===== src/rtl/mtd_pkg.sv =====
`timescale 1ns / 1ps
// ----------------------------------------------------------------------------
// mtd_pkg
// Shared types, result codes, register indexes and the Morse code table.
// ----------------------------------------------------------------------------
package mtd_pkg;

    localparam int LEVEL_W       = 12;
    localparam int CFG_TICK_W    = 16;
    localparam int CFG_DATA_W    = 16;
    localparam int CFG_INDEX_W   = 3;
    localparam int KIND_W        = 2;
    localparam int CHAR_W        = 7;
    localparam int PATTERN_BITS  = 7;
    localparam int TABLE_MAX_LEN = 5;
    localparam int TABLE_LEN_W   = 3;
    localparam int S_TDATA_W     = 16;
    localparam int M_TDATA_W     = 8;

    localparam logic [KIND_W-1:0] KIND_CHAR     = 2'd0;
    localparam logic [KIND_W-1:0] KIND_UNKNOWN  = 2'd1;
    localparam logic [KIND_W-1:0] KIND_WORD_END = 2'd2;

    localparam logic [CFG_INDEX_W-1:0] REG_LEVEL_THRESHOLD  = 3'd0;
    localparam logic [CFG_INDEX_W-1:0] REG_DOT_LIMIT_TICKS  = 3'd1;
    localparam logic [CFG_INDEX_W-1:0] REG_DASH_LIMIT_TICKS = 3'd2;
    localparam logic [CFG_INDEX_W-1:0] REG_SYMBOL_GAP_TICKS = 3'd3;
    localparam logic [CFG_INDEX_W-1:0] REG_WORD_GAP_TICKS   = 3'd4;

    localparam logic [LEVEL_W-1:0]    LEVEL_THRESHOLD_RST  = 12'd200;
    localparam logic [CFG_TICK_W-1:0] DOT_LIMIT_TICKS_RST  = 16'd10;
    localparam logic [CFG_TICK_W-1:0] DASH_LIMIT_TICKS_RST = 16'd28;
    localparam logic [CFG_TICK_W-1:0] SYMBOL_GAP_TICKS_RST = 16'd7;
    localparam logic [CFG_TICK_W-1:0] WORD_GAP_TICKS_RST   = 16'd44;

    typedef struct packed {
        logic [LEVEL_W-1:0]    level_threshold;
        logic [CFG_TICK_W-1:0] dot_limit_ticks;
        logic [CFG_TICK_W-1:0] dash_limit_ticks;
        logic [CFG_TICK_W-1:0] symbol_gap_ticks;
        logic [CFG_TICK_W-1:0] word_gap_ticks;
    } cfg_t;

    typedef struct packed {
        logic [KIND_W-1:0] kind;
        logic [CHAR_W-1:0] char_out;
        logic              last;
    } result_t;

    typedef struct packed {
        result_t r0;
        result_t r1;
    } result_pair_t;

    // pattern: first symbol in bit 0, dash = 1; returns 0 when no entry matches
    function automatic logic [CHAR_W-1:0] morse_lookup(
        input logic [TABLE_LEN_W-1:0]  len,
        input logic [PATTERN_BITS-1:0] pat
    );
        logic [CHAR_W-1:0] ch;
        unique case ({len, pat})
            {3'd2, 7'd2}:  ch = 7'h41;
            {3'd4, 7'd1}:  ch = 7'h42;
            {3'd4, 7'd5}:  ch = 7'h43;
            {3'd3, 7'd1}:  ch = 7'h44;
            {3'd1, 7'd0}:  ch = 7'h45;
            {3'd4, 7'd4}:  ch = 7'h46;
            {3'd3, 7'd3}:  ch = 7'h47;
            {3'd4, 7'd0}:  ch = 7'h48;
            {3'd2, 7'd0}:  ch = 7'h49;
            {3'd4, 7'd14}: ch = 7'h4A;
            {3'd3, 7'd5}:  ch = 7'h4B;
            {3'd4, 7'd2}:  ch = 7'h4C;
            {3'd2, 7'd3}:  ch = 7'h4D;
            {3'd2, 7'd1}:  ch = 7'h4E;
            {3'd3, 7'd7}:  ch = 7'h4F;
            {3'd4, 7'd6}:  ch = 7'h50;
            {3'd4, 7'd11}: ch = 7'h51;
            {3'd3, 7'd2}:  ch = 7'h52;
            {3'd3, 7'd0}:  ch = 7'h53;
            {3'd1, 7'd1}:  ch = 7'h54;
            {3'd3, 7'd4}:  ch = 7'h55;
            {3'd4, 7'd8}:  ch = 7'h56;
            {3'd3, 7'd6}:  ch = 7'h57;
            {3'd4, 7'd9}:  ch = 7'h58;
            {3'd4, 7'd13}: ch = 7'h59;
            {3'd4, 7'd3}:  ch = 7'h5A;
            {3'd5, 7'd30}: ch = 7'h31;
            {3'd5, 7'd28}: ch = 7'h32;
            {3'd5, 7'd24}: ch = 7'h33;
            {3'd5, 7'd16}: ch = 7'h34;
            {3'd5, 7'd0}:  ch = 7'h35;
            {3'd5, 7'd1}:  ch = 7'h36;
            {3'd5, 7'd3}:  ch = 7'h37;
            {3'd5, 7'd7}:  ch = 7'h38;
            {3'd5, 7'd15}: ch = 7'h39;
            {3'd5, 7'd31}: ch = 7'h30;
            default:       ch = '0;
        endcase
        return ch;
    endfunction

endpackage


===== src/rtl/mtd_core.sv =====
`timescale 1ns / 1ps
// ----------------------------------------------------------------------------
// mtd_core
// Sample register, run timing, symbol collection and character decode.
// ----------------------------------------------------------------------------
module mtd_core #(
    parameter int MAX_SYMBOLS      = 7,
    parameter int TICK_COUNT_WIDTH = 16
) (
    input  logic                          aclk,
    input  logic                          aresetn,
    input  mtd_pkg::cfg_t                 cfg,
    input  logic                          in_valid,
    output logic                          in_ready,
    input  logic [mtd_pkg::LEVEL_W-1:0]   in_sample,
    input  logic                          pair_ready,
    output logic                          pair_valid,
    output mtd_pkg::result_pair_t         pair
);
    import mtd_pkg::*;

    localparam int LEN_W = $clog2(MAX_SYMBOLS + 2);
    localparam int CMP_W = (TICK_COUNT_WIDTH > CFG_TICK_W) ? TICK_COUNT_WIDTH : CFG_TICK_W;

    logic                        in_valid_reg;
    logic [LEVEL_W-1:0]          sample_reg;
    logic                        signal_on_reg, signal_on_next;
    logic [TICK_COUNT_WIDTH-1:0] run_ticks_reg, run_ticks_next;
    logic                        gap_active_reg, gap_active_next;
    logic [PATTERN_BITS-1:0]     pattern_reg, pattern_next;
    logic [LEN_W-1:0]            length_reg, length_next;

    logic                    advance;
    logic                    on;
    logic                    toggled;
    logic [CMP_W-1:0]        finished;
    logic [CMP_W-1:0]        run_a;
    logic [TICK_COUNT_WIDTH-1:0] run_sum;
    logic                    gap_a;
    logic [PATTERN_BITS-1:0] pat_a;
    logic [LEN_W-1:0]        len_a;
    logic                    add_sym;
    logic                    add_dash;
    logic                    do_flush;
    logic                    do_word;
    logic                    flush_char;
    logic [CHAR_W-1:0]       table_char;
    logic                    unknown;
    result_t                 char_res;
    result_t                 word_res;

    assign advance  = in_valid_reg && pair_ready;
    assign in_ready = !in_valid_reg || pair_ready;

    always_ff @(posedge aclk) begin
        if (!aresetn) begin
            in_valid_reg <= 1'b0;
        end else if (in_ready) begin
            in_valid_reg <= in_valid;
        end
    end

    always_ff @(posedge aclk) begin
        if (in_ready && in_valid) begin
            sample_reg <= in_sample;
        end
    end

    always_comb begin
        on       = sample_reg > cfg.level_threshold;
        toggled  = on != signal_on_reg;
        finished = CMP_W'(run_ticks_reg);
        run_sum  = (run_ticks_reg != '1) ? run_ticks_reg + 1'b1 : run_ticks_reg;
        run_a    = toggled ? CMP_W'(1) : CMP_W'(run_sum);

        add_sym  = 1'b0;
        add_dash = 1'b0;
        if (toggled && !on) begin
            if (finished < CMP_W'(cfg.dot_limit_ticks)) begin
                add_sym = 1'b1;
            end else if (finished < CMP_W'(cfg.dash_limit_ticks)) begin
                add_sym  = 1'b1;
                add_dash = 1'b1;
            end
        end

        pat_a = pattern_reg;
        len_a = length_reg;
        if (add_sym && (length_reg <= LEN_W'(MAX_SYMBOLS))) begin
            if (add_dash && (length_reg < LEN_W'(PATTERN_BITS))) begin
                pat_a[length_reg[2:0]] = 1'b1;
            end
            len_a = length_reg + 1'b1;
        end

        gap_a = toggled ? !on : gap_active_reg;

        do_flush = 1'b0;
        do_word  = 1'b0;
        if (on) begin
            if (toggled && gap_active_reg) begin
                do_word  = finished >= CMP_W'(cfg.word_gap_ticks);
                do_flush = do_word || (finished >= CMP_W'(cfg.symbol_gap_ticks));
            end
        end else begin
            do_word  = gap_a && (run_a >= CMP_W'(cfg.word_gap_ticks));
            do_flush = do_word;
        end
        flush_char = do_flush && (len_a != '0);

        table_char = (len_a <= LEN_W'(TABLE_MAX_LEN))
                   ? morse_lookup(len_a[TABLE_LEN_W-1:0], pat_a) : '0;
        unknown    = (len_a > LEN_W'(MAX_SYMBOLS)) || (table_char == '0);

        char_res.kind     = unknown ? KIND_UNKNOWN : KIND_CHAR;
        char_res.char_out = unknown ? '0 : table_char;
        char_res.last     = !do_word;
        word_res.kind     = KIND_WORD_END;
        word_res.char_out = '0;
        word_res.last     = 1'b1;

        pair_valid = advance && (flush_char || do_word);
        pair.r0    = flush_char ? char_res : word_res;
        pair.r1    = word_res;

        signal_on_next  = on;
        run_ticks_next  = run_a[TICK_COUNT_WIDTH-1:0];
        gap_active_next = gap_a && !do_word;
        pattern_next    = do_flush ? '0 : pat_a;
        length_next     = do_flush ? '0 : len_a;
    end

    always_ff @(posedge aclk) begin
        if (!aresetn) begin
            signal_on_reg  <= 1'b0;
            run_ticks_reg  <= '0;
            gap_active_reg <= 1'b0;
            pattern_reg    <= '0;
            length_reg     <= '0;
        end else if (advance) begin
            signal_on_reg  <= signal_on_next;
            run_ticks_reg  <= run_ticks_next;
            gap_active_reg <= gap_active_next;
            pattern_reg    <= pattern_next;
            length_reg     <= length_next;
        end
    end

endmodule


===== src/rtl/mtd_result_queue.sv =====
`timescale 1ns / 1ps
// ----------------------------------------------------------------------------
// mtd_result_queue
// Two-slot queue of result pairs, unloaded one result per transaction.
// ----------------------------------------------------------------------------
module mtd_result_queue (
    input  logic                  aclk,
    input  logic                  aresetn,
    input  logic                  pair_valid,
    output logic                  pair_ready,
    input  mtd_pkg::result_pair_t pair,
    output logic                  out_valid,
    input  logic                  out_ready,
    output mtd_pkg::result_t      out_result
);
    import mtd_pkg::*;

    result_pair_t slot_reg [2];
    logic         wr_ptr_reg;
    logic         rd_ptr_reg;
    logic         sub_reg;
    logic [1:0]   count_reg;
    logic         push;
    logic         pop_item;
    logic         pop_pair;

    assign pair_ready = count_reg != 2'd2;
    assign push       = pair_valid && pair_ready;
    assign out_valid  = count_reg != 2'd0;
    assign out_result = sub_reg ? slot_reg[rd_ptr_reg].r1 : slot_reg[rd_ptr_reg].r0;
    assign pop_item   = out_valid && out_ready;
    assign pop_pair   = pop_item && out_result.last;

    always_ff @(posedge aclk) begin
        if (push) begin
            slot_reg[wr_ptr_reg] <= pair;
        end
    end

    always_ff @(posedge aclk) begin
        if (!aresetn) begin
            wr_ptr_reg <= 1'b0;
            rd_ptr_reg <= 1'b0;
            sub_reg    <= 1'b0;
            count_reg  <= 2'd0;
        end else begin
            if (push) begin
                wr_ptr_reg <= !wr_ptr_reg;
            end
            if (pop_pair) begin
                rd_ptr_reg <= !rd_ptr_reg;
                sub_reg    <= 1'b0;
            end else if (pop_item) begin
                sub_reg <= 1'b1;
            end
            if (push && !pop_pair) begin
                count_reg <= count_reg + 2'd1;
            end else if (pop_pair && !push) begin
                count_reg <= count_reg - 2'd1;
            end
        end
    end

endmodule


===== src/rtl/morse_timing_decoder_unit.sv =====
`timescale 1ns / 1ps
// ----------------------------------------------------------------------------
// morse_timing_decoder_unit
// Morse decoder: thresholds samples, times marks and gaps, emits characters.
// Each sample is registered, decoded and its results queued (two-pair queue).
// Throughput: one sample per cycle while the result queue has room; a sample
// yielding a character and a word end holds the output for two transactions.
// Reset: synchronous, active low; clears timing and code state, restores
// register defaults.
// ----------------------------------------------------------------------------
module morse_timing_decoder_unit #(
    parameter int MAX_SYMBOLS      = 7,
    parameter int TICK_COUNT_WIDTH = 16
) (
    input  logic                              aclk,
    input  logic                              aresetn,
    input  logic                              cfg_wr_en,
    input  logic [mtd_pkg::CFG_INDEX_W-1:0]   cfg_index,
    input  logic [mtd_pkg::CFG_DATA_W-1:0]    cfg_wr_data,
    input  logic                              s_tvalid,
    output logic                              s_tready,
    input  logic [mtd_pkg::S_TDATA_W-1:0]     s_tdata,   // [11:0] sample
    output logic                              m_tvalid,
    input  logic                              m_tready,
    output logic [mtd_pkg::M_TDATA_W-1:0]     m_tdata,   // [6:0] char_out
    output logic [mtd_pkg::KIND_W-1:0]        m_tuser,   // [1:0] kind
    output logic                              m_tlast
);
    import mtd_pkg::*;

    cfg_t         cfg_reg;
    logic         pair_valid;
    logic         pair_ready;
    result_pair_t pair;
    result_t      out_result;

    always_ff @(posedge aclk) begin
        if (!aresetn) begin
            cfg_reg.level_threshold  <= LEVEL_THRESHOLD_RST;
            cfg_reg.dot_limit_ticks  <= DOT_LIMIT_TICKS_RST;
            cfg_reg.dash_limit_ticks <= DASH_LIMIT_TICKS_RST;
            cfg_reg.symbol_gap_ticks <= SYMBOL_GAP_TICKS_RST;
            cfg_reg.word_gap_ticks   <= WORD_GAP_TICKS_RST;
        end else if (cfg_wr_en) begin
            unique case (cfg_index)
                REG_LEVEL_THRESHOLD:  cfg_reg.level_threshold  <= cfg_wr_data[LEVEL_W-1:0];
                REG_DOT_LIMIT_TICKS:  cfg_reg.dot_limit_ticks  <= cfg_wr_data;
                REG_DASH_LIMIT_TICKS: cfg_reg.dash_limit_ticks <= cfg_wr_data;
                REG_SYMBOL_GAP_TICKS: cfg_reg.symbol_gap_ticks <= cfg_wr_data;
                REG_WORD_GAP_TICKS:   cfg_reg.word_gap_ticks   <= cfg_wr_data;
                default: ;
            endcase
        end
    end

    mtd_core #(
        .MAX_SYMBOLS      (MAX_SYMBOLS),
        .TICK_COUNT_WIDTH (TICK_COUNT_WIDTH)
    ) u_core (
        .aclk       (aclk),
        .aresetn    (aresetn),
        .cfg        (cfg_reg),
        .in_valid   (s_tvalid),
        .in_ready   (s_tready),
        .in_sample  (s_tdata[LEVEL_W-1:0]),
        .pair_ready (pair_ready),
        .pair_valid (pair_valid),
        .pair       (pair)
    );

    mtd_result_queue u_queue (
        .aclk       (aclk),
        .aresetn    (aresetn),
        .pair_valid (pair_valid),
        .pair_ready (pair_ready),
        .pair       (pair),
        .out_valid  (m_tvalid),
        .out_ready  (m_tready),
        .out_result (out_result)
    );

    assign m_tdata = {{(M_TDATA_W - CHAR_W){1'b0}}, out_result.char_out};
    assign m_tuser = out_result.kind;
    assign m_tlast = out_result.last;

endmodule


===== config.mk =====
export PLATFORM = sky130hd
export DESIGN_NAME = morse_timing_decoder_unit
export DESIGN_NICKNAME = d
export VERILOG_FILES = /design/src/rtl/mtd_pkg.sv /design/src/rtl/mtd_core.sv /design/src/rtl/mtd_result_queue.sv /design/src/rtl/morse_timing_decoder_unit.sv
export SDC_FILE = /design/constraint.sdc
export NUM_CORES = 1
export LEC_CHECK = 0
export BUFFER_PORTS_ARGS = -buffer_cell sky130_fd_sc_hd__buf_4
export CORE_MARGIN = 2
export CORE_UTILIZATION = 56
export DETAILED_ROUTE_END_ITERATION = 10
export PLACE_DENSITY = 0.77
export REMOVE_ABC_BUFFERS = 1
export SLEW_MARGIN = 20
export SYNTH_ARGS = -nofsm -noshare
export SYNTH_HDL_FRONTEND = slang
export SYNTH_SLANG_ARGS = --single-unit

===== constraint.sdc =====
create_clock -name aclk -period 4.95 [get_ports aclk]
set_input_delay 0.7425 -clock aclk [delete_from_list [all_inputs] [get_ports aclk]]
set_output_delay 0.7425 -clock aclk [all_outputs]
set_load 0.005 [all_outputs]

==> impl_metrics.yaml, run 1 <==
cells_and_area:
  diodes: 0
  layout-area-overhead-vs-synth_pct: 17.3
  largest_reg_flops: 76
  finish.utilization_pct: 66.9
  drive_gt1_share_pct: 15.2
  layout.nets: 1299
worst_setup_path:
  cpMostUsedCell: "a21o_1"
  cpMaxStageDelayCell: "edfxtp_1"
  crit_type: "flop to flop"
  worst_setup_path_end_kind: "flop"
  crit_path_max_incr_delay_ns: 0.42
  cp_data_arrival_time_ns: 5.08
  critPathMaxFanout: 6
  required_ns: 5.29
  cp_num_buf_inv: 4
  cp-start-kind: "flop"
  path_delay_family: "compound AO/OA/AOI/OAI gates"
die:
  die_x_um: 131
  start_util_pct: 57.0
  die_area_mm2: 0.0171
  fp-row-count: 46
  die_y_um: 131
  core_mm2: 0.0158
  io_pins: 53
logic_synthesis:
  synth_top_family_by_area: "compound AO/OA/AOI/OAI gates"
  synth_area_mm2: 0.00899
  synth_area_leaders: "dfxtp_1 25%, ha_1 13%, edfxtp_1 11%"
  synth_most_common_cell: "nand2_1"
  synth-seq-cells: 144
  yosys.area.top_type: "dfxtp_1"
  muxShareOfSynthArea_pct: 1.92
  synth_xor_area_share_pct: 1.27
  synth_fa_ha_area_share_pct: 13.1
  yosysTopAreaCellShare_pct: 24.9
  synth-compound-area-share_pct: 22.3
  synth_common_cells: "207 x nand2_1, 121 x a21oi_1, 112 x dfxtp_1"
  yosysWarnings: 0
  syn-instance-count: 1094
  synth_edf_count: 32
  ys_types: 80
  synthArstFlopShare_pct: 0
  yosys.area_share.simple_pct: 20.1
  postSynthAreaPerCell_um2: 8.22
  seq_area_frac_synth_pct: 35.6
  synth_flop_cell: "dfxtp_1"
grt:
  grt_usage_pct: 29.1
  grt_pass1_vias: 8037
  antenna_found_initial: 0
  grt_pass1_wl_um: 38900
  grt_start_max_net_pins: 58
  grt_overflow: 0
sta:
  finalCritPeriodShare_pct: 95.7
  hold_violations: 0
  setup-violations-final: 0
  max_slew_margin_pct: 29.3
  fmax_mhz: 211
  final_max_slew_viol_count: 0
  worst_pin_slew_ns: 1.06
  rsz0062_at_grt: "true"
  worst_hold_slack_ns: 0.452
  min_period_ns: 4.74
  fin_ws_ns: 0.212
  fin_skew_ns: 0.0116
drt:
  wl_per_cell_um: 17.0
  dr_wl_met2_um: 11900
  drt-total-wl_um: 23700
  ant_nets: 0
  drc_errors: 0
  vias_per_cell: 5.94
  met1_length_um: 9940
  top_layer: "met4"
  first_iter_violations: 470
  dr_total_vias: 8281
  first_pass_iters: 5
  routed-wl-met3_um: 1020
power_and_ir_drop:
  powerDensity_mw_per_mm2: 256
  power.leakage_nw: 4.24
  ir_drop_mv: 0.224
  p_sw_uw: 654
  p_int_mw: 2.04
  p_sw_share_pct: 24.3
  comb_power_share_pct: 8.4
  p_clk_share_pct: 46.0
  seqPwrFrac_pct: 45.6
cts:
  cts_root_buffer: "clkbuf_16"
  clk_pin_slew_ns: 0.06
  clock_latency_ns: 0.43
  clock_sinks: 144
  h-tree-depth: 4
  clockBufferDepth: 2
  cts_tree: "yes"
  numCtsBuffers: 17
placed_design:
  place_ws_ns: -0.213
  place_congestion: 0.919
  detailed_place_hpwl_um: 17600
  port-buffer-count: 47
job:
  max_cap_viol_count: 0
worst_hold_path:
  min_path_type: "flop to flop"
outcome:
  status: "complete, no violations"
## tightest hold or removal path: cells and delay by family, from the launching register on
| family | cells | cell delay (ns) |
|---|---|---|
| DFF | 1 | 0.31 |
| and+or+nand+nor | 1 | 0.05 |
| AOI/OAI and AO/OA | 1 | 0.05 |
## final timing paths
kind	start	to	slack, ns	cells after the start
max	u_core.sample_reg[5]	u_queue.count_reg[1]	0.21	25
min	cfg_reg[21]	cfg_reg[21]	0.45	2
min reg2reg	cfg_reg[21]	cfg_reg[21]	0.45	2
max reg2reg	u_core.sample_reg[5]	u_queue.count_reg[1]	0.21	25
## cell type report
type	count	area, um2
multi-input cells	817	5440
repair buffers	97	732
well taps	216	270
clock buffers	17	425
fillers	1349	5220
inverters	88	330
flip-flops and latches	144	3200
clock inverters	15	143
## layout by cell type, fill, tap and decap left out, types with 10 or more instances in the layout
cell | netlist | routed
nand2_1 | 207 | 207
a21oi_1 | 121 | 119
dfxtp_1 | 112 | 112
buf_4 | 2 | 96
ha_1 | 94 | 89
inv_1 | 86 | 84
nor2_1 | 72 | 67
edfxtp_1 | 32 | 32
a21o_1 | 24 | 24
o21ai_0 | 26 | 23
nand4_1 | 21 | 21
o211ai_1 | 20 | 20
clkbuf_16 | 0 | 17
mux2i_1 | 15 | 15
nand3_1 | 15 | 15
nor3_1 | 12 | 12
nand2b_1 | 10 | 10
a211oi_1 | 17 | 10
## power groups by stage
stage,Combinational (mW),Sequential (mW),Clock [mW]
CTS,0.214,1.23,1.26
finish,0.225,1.23,1.24
floorplan,0.113,1.25,0
global route,0.249,1.23,1.30
detailed placement,0.205,1.26,0
global placement,0.201,1.25,0
## layer usage
layer / up-vias / track usage [%]
li1: 4042 / -
met1: 3905 / 34.2
met2: 264 / 52.1
met3: 70 / 4.64
met4: 0 / 13.1
met5: - / 0
## per-stage QoR
| stage | instances | power [mW] | TNS (ns) | area (um2) |
|---|---|---|---|---|
| 6_report | 1394 | 2.70 | 0 | 10500 |
| 5_1_grt | 1394 | 2.78 | -0.0904 | 10500 |
| 4_1_cts | 1390 | 2.70 | 0 | 10400 |
| 3_5_place_dp | 1355 | 1.46 | -2.23 | 9750 |
| 3_3_place_gp | 1355 | 1.45 | -0.997 | 9750 |
| 2_1_floorplan | 1049 | 1.37 | -0.123 | 8810 |
## what timing repair did
action,in CTS,in global routing
pin swaps,1,11
endpoints found under the setup margin,25,39
setup buffers,3,4
hold buffers,0,0
resized for setup,10,29
## logic make-up (layout without fill, tap and decap cells)
family                   count (synthesis)  count (layout)
AND/OR/NAND/NOR                        398             398
AO/OA/AOI/OAI                          294             294
flip-flops                             144             144
buffers and inverters                  133             217
adder cells (fa/ha/maj)                 94              94
multiplexers                            17              17
XOR/XNOR                                13              13
other                                    1               1
Power figures use the tool's default switching activity.
==> inputs of run 2 (changes only) <==
CORE_UTILIZATION = 30   (was 56)
PLACE_DENSITY = unset   (was 0.77)
RECOVER_POWER = 100   (was unset)
==> run 2 against run 1 <==
Design area up 3.1%. Largest cell class unchanged. Total power up 1.7%. Clock skew up 0.0027 ns. First-iteration DRC count down 8.5%. Clock power up 3%. Sequential share of layout area down 0.86 points. Worst hold slack better by 0.0013 ns. Setup slack worse by 0.016 ns. Die area up 84%. Sequential power about the same. Utilization down 30 points.
==> impl_metrics.yaml, run 2 (synthesis gave the netlist of run 1 again) <==
outcome:
  status: "complete, no violations"
grt:
  grt_start_max_net_pins: 59
  grt_util_met2_pct: 26.6
  antenna_found_initial: 0
  grt_busiest_layer: "met2"
  grt_usage_pct: 16.1
  grt_pass1_wl_um: 39900
  grt_pass1_vias: 7725
  grt_overflow: 0
  grt_use_met1_pct: 21.2
  grt_use_met3_pct: 2.60
cells_and_area:
  drive_gt1_share_pct: 16.4
  layout-area-overhead-vs-synth_pct: 20.9
  largest_reg_flops: 76
  layout_commonest_cell: "nand2_1"
  layout.nets: 1307
  fillCellCount: 3070
  final_cell_mix: "207 x nand2_1, 115 x a21oi_1, 108 x dfxtp_1"
  diodes: 0
power_and_ir_drop:
  p_sw_uw: 725
  powerDensity_mw_per_mm2: 252
  seqPwrFrac_pct: 44.9
  p_clk_share_pct: 46.8
  p_sw_share_pct: 26.4
  p_int_mw: 2.02
  ir_drop_mv: 0.214
  comb_power_share_pct: 8.3
  power.leakage_nw: 4.29
die:
  die_area_mm2: 0.0314
  core_mm2: 0.0296
  start_util_pct: 30.4
  die_x_um: 177
  io_pins: 53
  die_y_um: 177
  fp-row-count: 63
drt:
  drc_errors: 0
  vias_per_cell: 5.17
  first_pass_iters: 7
  dr_total_vias: 8145
  ant_nets: 0
  drt-total-wl_um: 24800
  first_iter_violations: 430
  wl_per_cell_um: 15.7
cts:
  clk_pin_slew_ns: 0.06
  cts_tree: "yes"
  clock_sinks: 144
  clockBufferDepth: 2
  ctsHoldBuffers: 0
  cts_root_buffer: "clkbuf_16"
  numCtsBuffers: 17
  clock_latency_ns: 0.43
  h-tree-depth: 4
worst_setup_path:
  cp-start-kind: "flop"
  worst_setup_path_end_kind: "flop"
  regToRegStartpoint: "u_core.sample_reg[5]"
  crit_type: "flop to flop"
  crit_path_start: "u_core.sample_reg[5]"
  critPathMaxFanout: 5
  required_ns: 5.29
  cp_data_arrival_time_ns: 5.09
placed_design:
  detailed_place_hpwl_um: 18400
  port-buffer-count: 47
  place_congestion: 0.896
sta:
  fin_skew_ns: 0.0143
  final_max_slew_viol_count: 0
  finalCritPeriodShare_pct: 96.0
  rsz0062_at_grt: "true"
  worst_pin_slew_ns: 1.13
  worst_hold_slack_ns: 0.454
  min_period_ns: 4.75
  hold_violations: 0
  setup-tns-final_ns: 0
  fmax_mhz: 210
  max_slew_margin_pct: 24.7
  setup-violations-final: 0
job:
  max_cap_viol_count: 0
worst_hold_path:
  min_path_type: "flop to flop"
  hp-start: "cfg_reg[69]"
run 2: path summary, 6_finish.rpt:
| check | to | slack [ns] | cells past startpoint |
|---|---|---|---|
| worst min register to register | cfg_reg[69] | 0.45 | 2 |
| worst min-delay path | cfg_reg[69] | 0.45 | 2 |
| worst max-delay path | u_queue.count_reg[1] | 0.20 | 25 |
| worst max register to register | u_queue.count_reg[1] | 0.20 | 25 |
run 2: per-stage QoR:
stage	power (mW)	std cells	area, um2	setup slack, ns	util, %
3_5_place_dp	1.47	1540	10100	-0.175	34.0
5_1_grt	2.85	1576	10900	-0.0527	36.8
2_1_floorplan	1.37	1049	8810	-0.123	-
3_3_place_gp	1.46	1540	10100	-0.137	34.0
6_report	2.74	1576	10900	0.196	36.8
4_1_cts	2.75	1572	10700	0.00496	36.0
run 2: timing repair:
action / 4_1_cts / 5_1_grt
setup endpoints to repair: 22 / 38
pin swaps: 1 / 15
buffers inserted: 0 / 3
gates resized for setup: 6 / 43
run 2: layout make-up:
type,count,area [um2],share of cell area (%)
clock buffers,18,429,3.95
repair buffers,105,781,7.18
clock inverters,14,150,1.38
well taps,390,488,4.49
inverters,88,337,3.10
multi-input cells,817,5480,50.4
flip-flops and latches,144,3210,29.5
run 2: critical path, stage by stage, from the launching register on:
cell and delay (ns):
edfxtp_1 0.37, ha_1 0.30, a21o_1 0.11, a21o_1 0.10
a21oi_1 0.06, or2_4 0.24, a31oi_4 0.24, inv_2 0.08
ha_4 0.30, inv_6 0.05, nor2_4 0.11, ha_4 0.21
a21o_1 0.19, a21o_1 0.19, a21oi_2 0.13, nor2_1 0.06
a2111oi_2 0.27, buf_4 0.17, a21o_1 0.19, a2bb2oi_2 0.09
o31a_1 0.13, o21a_1 0.23, ha_2 0.18, xor2_1 0.14
or3_1 0.39, a21oi_2 0.12
run 2: power groups by stage:
stage	combinational, mW	sequential (mW)	clock, mW
after floorplan	0.113	1.25	0
after global placement	0.208	1.25	0
after detailed placement	0.211	1.26	0
after CTS	0.214	1.23	1.31
after global routing	0.253	1.23	1.37
final	0.228	1.23	1.28
run 2: metal layers:
layer | wire [um] | vias up | share of wire, %
li1 | - | 4061 | -
met5 | 0 | - | 0
met2 | 11600 | 223 | 47
met4 | 632 | 0 | 2.5
met3 | 1010 | 54 | 4.1
met1 | 11600 | 3807 | 47
